===== config.mk =====
export PLATFORM = sky130hd
export DESIGN_NAME = websocket_frame_deframer_top
export DESIGN_NICKNAME = d
export VERILOG_FILES = /design/src/rtl/wsdf_pkg.sv /design/src/rtl/wsdf_parse.sv /design/src/rtl/wsdf_out.sv /design/src/rtl/websocket_frame_deframer_top.sv
export SDC_FILE = /design/constraint.sdc
export NUM_CORES = 1
export LEC_CHECK = 0
export ABC_CLOCK_PERIOD_IN_PS = 5300
export BUFFER_PORTS_ARGS = -buffer_cell sky130_fd_sc_hd__buf_2
export CORE_MARGIN = 2
export CORE_UTILIZATION = 55
export CTS_CLUSTER_SIZE = 40
export DETAILED_ROUTE_END_ITERATION = 8
export PLACE_DENSITY = 0.8
export SYNTH_ARGS = -nofsm -noshare
export SYNTH_HDL_FRONTEND = slang
export SYNTH_SLANG_ARGS = --single-unit

===== constraint.sdc =====
create_clock -name clk -period 5.3 [get_ports clk]
set_input_delay 0.53 -clock clk [delete_from_list [all_inputs] [get_ports clk]]
set_output_delay 0.53 -clock clk [all_outputs]
set_load 0.05 [all_outputs]

===== src/rtl/wsdf_pkg.sv =====
// ----------------------------------------------------------------------------
// wsdf_pkg
// Shared types and codes for the WebSocket frame deframer.
// ----------------------------------------------------------------------------
package wsdf_pkg;

	localparam logic [2:0] PH_HDR0    = 3'd0;
	localparam logic [2:0] PH_HDR1    = 3'd1;
	localparam logic [2:0] PH_EXTLEN  = 3'd2;
	localparam logic [2:0] PH_MASK    = 3'd3;
	localparam logic [2:0] PH_PAYLOAD = 3'd4;
	localparam logic [2:0] PH_CLOSED  = 3'd5;

	localparam logic [3:0] OP_TEXT  = 4'h1;
	localparam logic [3:0] OP_CLOSE = 4'h8;
	localparam logic [3:0] OP_PING  = 4'h9;

	localparam logic [1:0] KIND_TEXT  = 2'd0;
	localparam logic [1:0] KIND_PING  = 2'd1;
	localparam logic [1:0] KIND_CLOSE = 2'd2;

	localparam logic [6:0] LEN_EXT16 = 7'd126;
	localparam logic [6:0] LEN_EXT64 = 7'd127;

	typedef struct packed {
		logic       emit;
		logic [1:0] kind;
		logic [7:0] data;
		logic       has;
		logic       eof;
	} wsdf_result_t;

endpackage


===== src/rtl/wsdf_parse.sv =====
// ----------------------------------------------------------------------------
// wsdf_parse
// Frame header walker and payload unmasker; one byte per fire.
// ----------------------------------------------------------------------------
module wsdf_parse (
	input  logic                  clk,
	input  logic                  arst_n,
	input  logic                  fire,
	input  logic [7:0]            rx_byte,
	output wsdf_pkg::wsdf_result_t res
);

	logic [2:0]  phase_q, phase_d;
	logic [3:0]  opcode_q, opcode_d;
	logic        mask_q, mask_d;
	logic [63:0] rem_q, rem_d;
	logic [2:0]  hcnt_q, hcnt_d;
	logic [31:0] key_q, key_d;
	logic [1:0]  midx_q, midx_d;

	always_comb begin
		logic        do_hdr;
		logic [63:0] hdr_rem;
		logic        is_tp;
		logic        last;
		logic [7:0]  kbyte;
		phase_d  = phase_q;
		opcode_d = opcode_q;
		mask_d   = mask_q;
		rem_d    = rem_q;
		hcnt_d   = hcnt_q;
		key_d    = key_q;
		midx_d   = midx_q;
		res      = '0;
		do_hdr   = 1'b0;
		hdr_rem  = rem_q;
		is_tp    = (opcode_q == wsdf_pkg::OP_TEXT) || (opcode_q == wsdf_pkg::OP_PING);
		last     = (rem_q == 64'd1);
		case (midx_q)
			2'd0: kbyte = key_q[31:24];
			2'd1: kbyte = key_q[23:16];
			2'd2: kbyte = key_q[15:8];
			default: kbyte = key_q[7:0];
		endcase
		case (phase_q)
			wsdf_pkg::PH_HDR0: begin
				opcode_d = rx_byte[3:0];
				phase_d  = wsdf_pkg::PH_HDR1;
			end
			wsdf_pkg::PH_HDR1: begin
				mask_d = rx_byte[7];
				if (rx_byte[6:0] == wsdf_pkg::LEN_EXT16 ||
						rx_byte[6:0] == wsdf_pkg::LEN_EXT64) begin
					rem_d   = '0;
					hcnt_d  = (rx_byte[6:0] == wsdf_pkg::LEN_EXT16) ? 3'd1 : 3'd7;
					phase_d = wsdf_pkg::PH_EXTLEN;
				end else begin
					rem_d = {57'd0, rx_byte[6:0]};
					if (rx_byte[7]) begin
						phase_d = wsdf_pkg::PH_MASK;
						hcnt_d  = 3'd3;
						key_d   = '0;
					end else begin
						do_hdr  = 1'b1;
						hdr_rem = {57'd0, rx_byte[6:0]};
					end
				end
			end
			wsdf_pkg::PH_EXTLEN: begin
				rem_d = {rem_q[55:0], rx_byte};
				if (hcnt_q == 3'd0) begin
					if (mask_q) begin
						phase_d = wsdf_pkg::PH_MASK;
						hcnt_d  = 3'd3;
						key_d   = '0;
					end else begin
						do_hdr  = 1'b1;
						hdr_rem = {rem_q[55:0], rx_byte};
					end
				end else begin
					hcnt_d = hcnt_q - 3'd1;
				end
			end
			wsdf_pkg::PH_MASK: begin
				key_d = {key_q[23:0], rx_byte};
				if (hcnt_q == 3'd0) begin
					do_hdr = 1'b1;
				end else begin
					hcnt_d = hcnt_q - 3'd1;
				end
			end
			wsdf_pkg::PH_PAYLOAD: begin
				midx_d = midx_q + 2'd1;
				rem_d  = rem_q - 64'd1;
				if (is_tp) begin
					res.emit = 1'b1;
					res.kind = (opcode_q == wsdf_pkg::OP_TEXT) ?
						wsdf_pkg::KIND_TEXT : wsdf_pkg::KIND_PING;
					res.data = rx_byte ^ (mask_q ? kbyte : 8'd0);
					res.has  = 1'b1;
					res.eof  = last;
					if (last) begin
						phase_d = wsdf_pkg::PH_HDR0;
					end
				end else if (last) begin
					if (opcode_q == wsdf_pkg::OP_CLOSE) begin
						phase_d  = wsdf_pkg::PH_CLOSED;
						res.emit = 1'b1;
						res.kind = wsdf_pkg::KIND_CLOSE;
						res.eof  = 1'b1;
					end else begin
						phase_d = wsdf_pkg::PH_HDR0;
					end
				end
			end
			default: begin
			end
		endcase
		if (do_hdr) begin
			if (hdr_rem != 64'd0) begin
				phase_d = wsdf_pkg::PH_PAYLOAD;
				midx_d  = 2'd0;
			end else if (is_tp) begin
				phase_d  = wsdf_pkg::PH_HDR0;
				res.emit = 1'b1;
				res.kind = (opcode_q == wsdf_pkg::OP_TEXT) ?
					wsdf_pkg::KIND_TEXT : wsdf_pkg::KIND_PING;
				res.eof  = 1'b1;
			end else if (opcode_q == wsdf_pkg::OP_CLOSE) begin
				phase_d  = wsdf_pkg::PH_CLOSED;
				res.emit = 1'b1;
				res.kind = wsdf_pkg::KIND_CLOSE;
				res.eof  = 1'b1;
			end else begin
				phase_d = wsdf_pkg::PH_HDR0;
			end
		end
	end

	always_ff @(posedge clk or negedge arst_n) begin
		if (!arst_n) begin
			phase_q  <= wsdf_pkg::PH_HDR0;
			opcode_q <= '0;
			mask_q   <= 1'b0;
			rem_q    <= '0;
			hcnt_q   <= '0;
			key_q    <= '0;
			midx_q   <= '0;
		end else if (fire) begin
			phase_q  <= phase_d;
			opcode_q <= opcode_d;
			mask_q   <= mask_d;
			rem_q    <= rem_d;
			hcnt_q   <= hcnt_d;
			key_q    <= key_d;
			midx_q   <= midx_d;
		end
	end

`ifndef SYNTHESIS
	a_closed_silent: assert property (@(posedge clk) disable iff (!arst_n)
		(phase_q == wsdf_pkg::PH_CLOSED) |-> !res.emit)
		else $error("result produced after close");
	a_closed_sticks: assert property (@(posedge clk) disable iff (!arst_n)
		(phase_q == wsdf_pkg::PH_CLOSED) |=> (phase_q == wsdf_pkg::PH_CLOSED))
		else $error("left closed phase");
	a_payload_nonzero: assert property (@(posedge clk) disable iff (!arst_n)
		(phase_q == wsdf_pkg::PH_PAYLOAD) |-> (rem_q != 64'd0))
		else $error("payload phase with zero count");
`endif

endmodule


===== src/rtl/wsdf_out.sv =====
// ----------------------------------------------------------------------------
// wsdf_out
// Result register holding one item until the consumer takes it.
// ----------------------------------------------------------------------------
module wsdf_out (
	input  logic                  clk,
	input  logic                  arst_n,
	input  logic                  load,
	input  wsdf_pkg::wsdf_result_t res,
	input  logic                  out_stall,
	output logic                  room,
	output logic                  out_valid,
	output logic [1:0]            frame_kind,
	output logic [7:0]            payload_byte,
	output logic                  has_byte,
	output logic                  end_of_frame
);

	logic       valid_q;
	logic [1:0] kind_q;
	logic [7:0] data_q;
	logic       has_q;
	logic       eof_q;

	assign room = !valid_q || !out_stall;

	always_ff @(posedge clk or negedge arst_n) begin
		if (!arst_n) begin
			valid_q <= 1'b0;
		end else if (room) begin
			valid_q <= load;
		end
	end

	always_ff @(posedge clk) begin
		if (room && load) begin
			kind_q <= res.kind;
			data_q <= res.data;
			has_q  <= res.has;
			eof_q  <= res.eof;
		end
	end

	assign out_valid    = valid_q;
	assign frame_kind   = kind_q;
	assign payload_byte = data_q;
	assign has_byte     = has_q;
	assign end_of_frame = eof_q;

endmodule


===== src/rtl/websocket_frame_deframer_top.sv =====
// ----------------------------------------------------------------------------
// websocket_frame_deframer_top
// Receive-side WebSocket frame parser with payload unmasking.
// ----------------------------------------------------------------------------
// One received byte per item, one item per clock when the output is drained.
// Each byte is registered, walked through the header/payload state
// combinationally, and any result lands in the output register. Header
// bytes (but the last one of an empty frame) and dropped frames give no
// result and never wait on the output side. Text and ping payload bytes
// come out unmasked; empty text and ping frames give a marker; a close
// frame gives one close item and all later bytes are swallowed until reset.
module websocket_frame_deframer_top (
	input  logic       clk,
	input  logic       arst_n,
	input  logic       in_valid,
	output logic       in_stall,
	input  logic [7:0] rx_byte,
	output logic       out_valid,
	input  logic       out_stall,
	output logic [1:0] frame_kind,
	output logic [7:0] payload_byte,
	output logic       has_byte,
	output logic       end_of_frame
);

	logic                   valid_s1;
	logic [7:0]             byte_s1;
	logic                   room;
	logic                   advance;
	wsdf_pkg::wsdf_result_t res;

	assign advance  = valid_s1 && (!res.emit || room);
	assign in_stall = valid_s1 && !advance;

	always_ff @(posedge clk or negedge arst_n) begin
		if (!arst_n) begin
			valid_s1 <= 1'b0;
		end else if (in_valid && !in_stall) begin
			valid_s1 <= 1'b1;
		end else if (advance) begin
			valid_s1 <= 1'b0;
		end
	end

	always_ff @(posedge clk) begin
		if (in_valid && !in_stall) begin
			byte_s1 <= rx_byte;
		end
	end

	wsdf_parse u_parse (
		.clk     (clk),
		.arst_n  (arst_n),
		.fire    (advance),
		.rx_byte (byte_s1),
		.res     (res)
	);

	wsdf_out u_out (
		.clk          (clk),
		.arst_n       (arst_n),
		.load         (advance && res.emit),
		.res          (res),
		.out_stall    (out_stall),
		.room         (room),
		.out_valid    (out_valid),
		.frame_kind   (frame_kind),
		.payload_byte (payload_byte),
		.has_byte     (has_byte),
		.end_of_frame (end_of_frame)
	);

`ifndef SYNTHESIS
	a_marker_ends: assert property (@(posedge clk) disable iff (!arst_n)
		(out_valid && !has_byte) |-> (end_of_frame && payload_byte == 8'd0))
		else $error("marker item not closing a frame");
	a_close_marker: assert property (@(posedge clk) disable iff (!arst_n)
		(out_valid && frame_kind == wsdf_pkg::KIND_CLOSE) |-> !has_byte)
		else $error("close item carries a byte");
	a_no_overrun: assert property (@(posedge clk) disable iff (!arst_n)
		(valid_s1 && res.emit && out_valid && out_stall) |-> in_stall)
		else $error("result would overwrite a held item");
`endif

endmodule

==> results.toml <==
[timing]
slew_headroom_pct = 36.0
whs_ps = 209
worst_pin_slew_ps = 951
fmax_mhz = 209
period_needed_ps = 4780
fin_ws_ps = 521
final_max_slew_viol_count = 0
finalHoldViolCount = 0
fin_crit_sh_pct = 90.2
rsz0062_at_grt = "false"
finClkSkew_ps = 10.2
setup_viol = 0
setup-tns-final_ps = 0

[clock_network]
h-tree-depth = 4
post_cts_resize_count = 0
cts_tree = "yes"
insertion_delay_ps = 440
numClockSinks = 131
post-cts-setup-buffers = 0
cts_root_buf = "clkbuf_16"
cts_made_buffers = 17
cts.reportedPaths.clkPinSlew_ps = 60
cts_hold_buf = 0
clk_path_buf_depth = 2

[grt]
grt_overflow = 0
grt_pass1_vias = 7358
grt_use_total_pct = 30.3
antenna_found_initial = 0
grt_max_degree = 69
grt_pass1_wl_um = 38900

[critical_path]
crit_fanout = 25
cp-start-kind = "flop"
crit_start = "u_parse.hcnt_q[0]"
crit_type = "reg2out"
crit_path_end = "in_stall"
rrSetupSlack_ps = 1160
required_ps = 4770
cp.arrival_ps = 4250
reg2reg_depth = 12
r2r_end = "u_parse.key_q[7]"
endpoint_kind = "output port"
reg2reg_from = "u_parse.hcnt_q[0]"

[synthesis]
ys_warn_count = 0
synth_edf_count = 20
yosysSeqAreaShare_pct = 41.2
ys_ff_latch = 131
synth_area_per_cell_um2 = 8.57
syn_area_mm2 = 0.00820
syn-num-nets = 978
dominantRegCellSynth = "dfrtp_1"
async_reset_ff_share_pct = 84.7
synth.distinct_cells = 82
syn_inst = 957

[floorplan]
start_util_pct = 56.4
num_rows = 44
dieArea_mm2 = 0.0159
die_x_um = 126
core_area_mm2 = 0.0145
io-pin-count = 26
die-height_um = 126

[drt]
drt_iter0_drc = 1283
ant_nets = 0
wl_per_cell_um = 20.9
vias = 7894
via_per_inst = 6.91
wirelength_um = 23900
drtPass1Iterations = 7
drc = 0

[pwr]
vdd_drop_max_mv = 0.276
p_leak_nw = 3.73
power_density_mw_per_mm2 = 441
fin_total_pwr_mw = 3.94

[place]
port-buffer-count = 25
dp_hpwl_um = 15600
dpl.cell_count = 1111
routabilityCongestion = 1.02
post-place-ws_ps = 1080
place_area_mm2 = 0.00830

[final_layout]
fin_area_mm2 = 0.00893
area_growth_pct = 8.89
n_antenna_cell = 0
postLayoutCoreUtil_pct = 61.4
final_common_cell = "o21ai_0"
final_nets = 967
layout_common_cells = "o21ai_0, dfrtp_1, a21oi_1, nand2_1, nor2_1"
drive_gt1_share_pct = 9.91
finalNonFillerCells = 1143

[outcome]
status = "completed"

[flow_run]
max_cap_violations = 0

[worst_hold_path]
hp-class = "in2async"
cells by family (layout without fill, tap and decap cells):
group / count (synthesis) / in the layout / synth area share [%]
compound gates: 355 / 355 / 25.7
buf+inv: 125 / 127 / 7.03
flops: 131 / 131 / 41.2
mux: 44 / 44 / 5.52
xor+xnor: 9 / 9 / 0.961
fa+ha+maj: 9 / 9 / 1.37
simple gates: 284 / 284 / 18.2
cell usage after synthesis (all sizes together), types with 12 or more instances:
cell    count  area share, %
dfrtp     111             34
nor3       30            2.0
nand3      14            1.0
and2       12           0.92
clkbuf     47            2.2
nand2      74            3.4
a22oi      47            4.3
buf        20            2.2
o21ai     168             10
a21oi      79            4.8
edfxtp     20            7.3
nor2       67            3.1
nor4       24            2.2
mux2i      34            4.1
nand4      12           0.92
inv        57            2.6
power breakdown:
group / internal, mW / switching, mW
clock network: 0.794 / 0.471
registers: 1.15 / 0.227
logic: 0.446 / 0.846
registers in the layout, summed over array words and instances, names as in the netlist:
| name | flops |
|---|---|
| u_parse.rem_q | 64 |
| u_parse.key_q | 32 |
| byte_s1 | 8 |
| u_out.payload_byte | 8 |
| u_parse.opcode_q | 4 |
| u_parse.hcnt_q | 3 |
| u_parse.phase_q | 3 |
| u_out.frame_kind | 2 |
| u_parse.midx_q | 2 |
| u_out.end_of_frame | 1 |
| u_out.has_byte | 1 |
| u_out.out_valid | 1 |
| u_parse.mask_q | 1 |
| valid_s1 | 1 |
area by class of cell:
class                           count  area (um^2)
Clock buffer                       18          429
Clock inverter                     14          200
Fill cell                        1185         5600
Inverter                           58          218
Multi-Input combinational cell    701         4260
Sequential cell                   131         3380
Tap cell                          184          230
Timing Repair Buffer               37          218
worst min-delay path by stage:
stage,start,end,slack (ps),cells after the start
after floorplan,arst_n,u_out.out_valid,230,0
after global placement,u_parse.rem_q[62],u_parse.rem_q[62],480,1
after detailed placement,u_parse.rem_q[62],u_parse.rem_q[62],480,1
after CTS,arst_n,u_parse.key_q[12],260,1
after global routing,rx_byte[4],byte_s1[4],270,1
final,arst_n,u_parse.key_q[12],210,1
per-layer routing:
layer | routed length (um) | track usage [%] | vias to the layer above | part of all wire (%)
li1 | - | - | 3501 | -
met1 | 10000 | 43.6 | 3803 | 42
met2 | 10800 | 45.0 | 541 | 45
met3 | 2600 | 7.56 | 49 | 11
met4 | 450 | 9.95 | 0 | 1.9
met5 | 0 | 0 | - | 0
worst max-delay path, stage by stage, from the launching register on:
cell and delay, ps:
dfrtp_1 400, inv_1 70, ha_1 180, ha_1 230, nor2b_2 700, buf_4 270
mux2_2 160, o32ai_1 110, nor4b_1 360, nand4_1 150, a2111oi_2 430, nand2_1 140
a21bo_2 260, nor2_1 80, buf_2 260
Note: power is estimated with default switching activity, not from simulation.
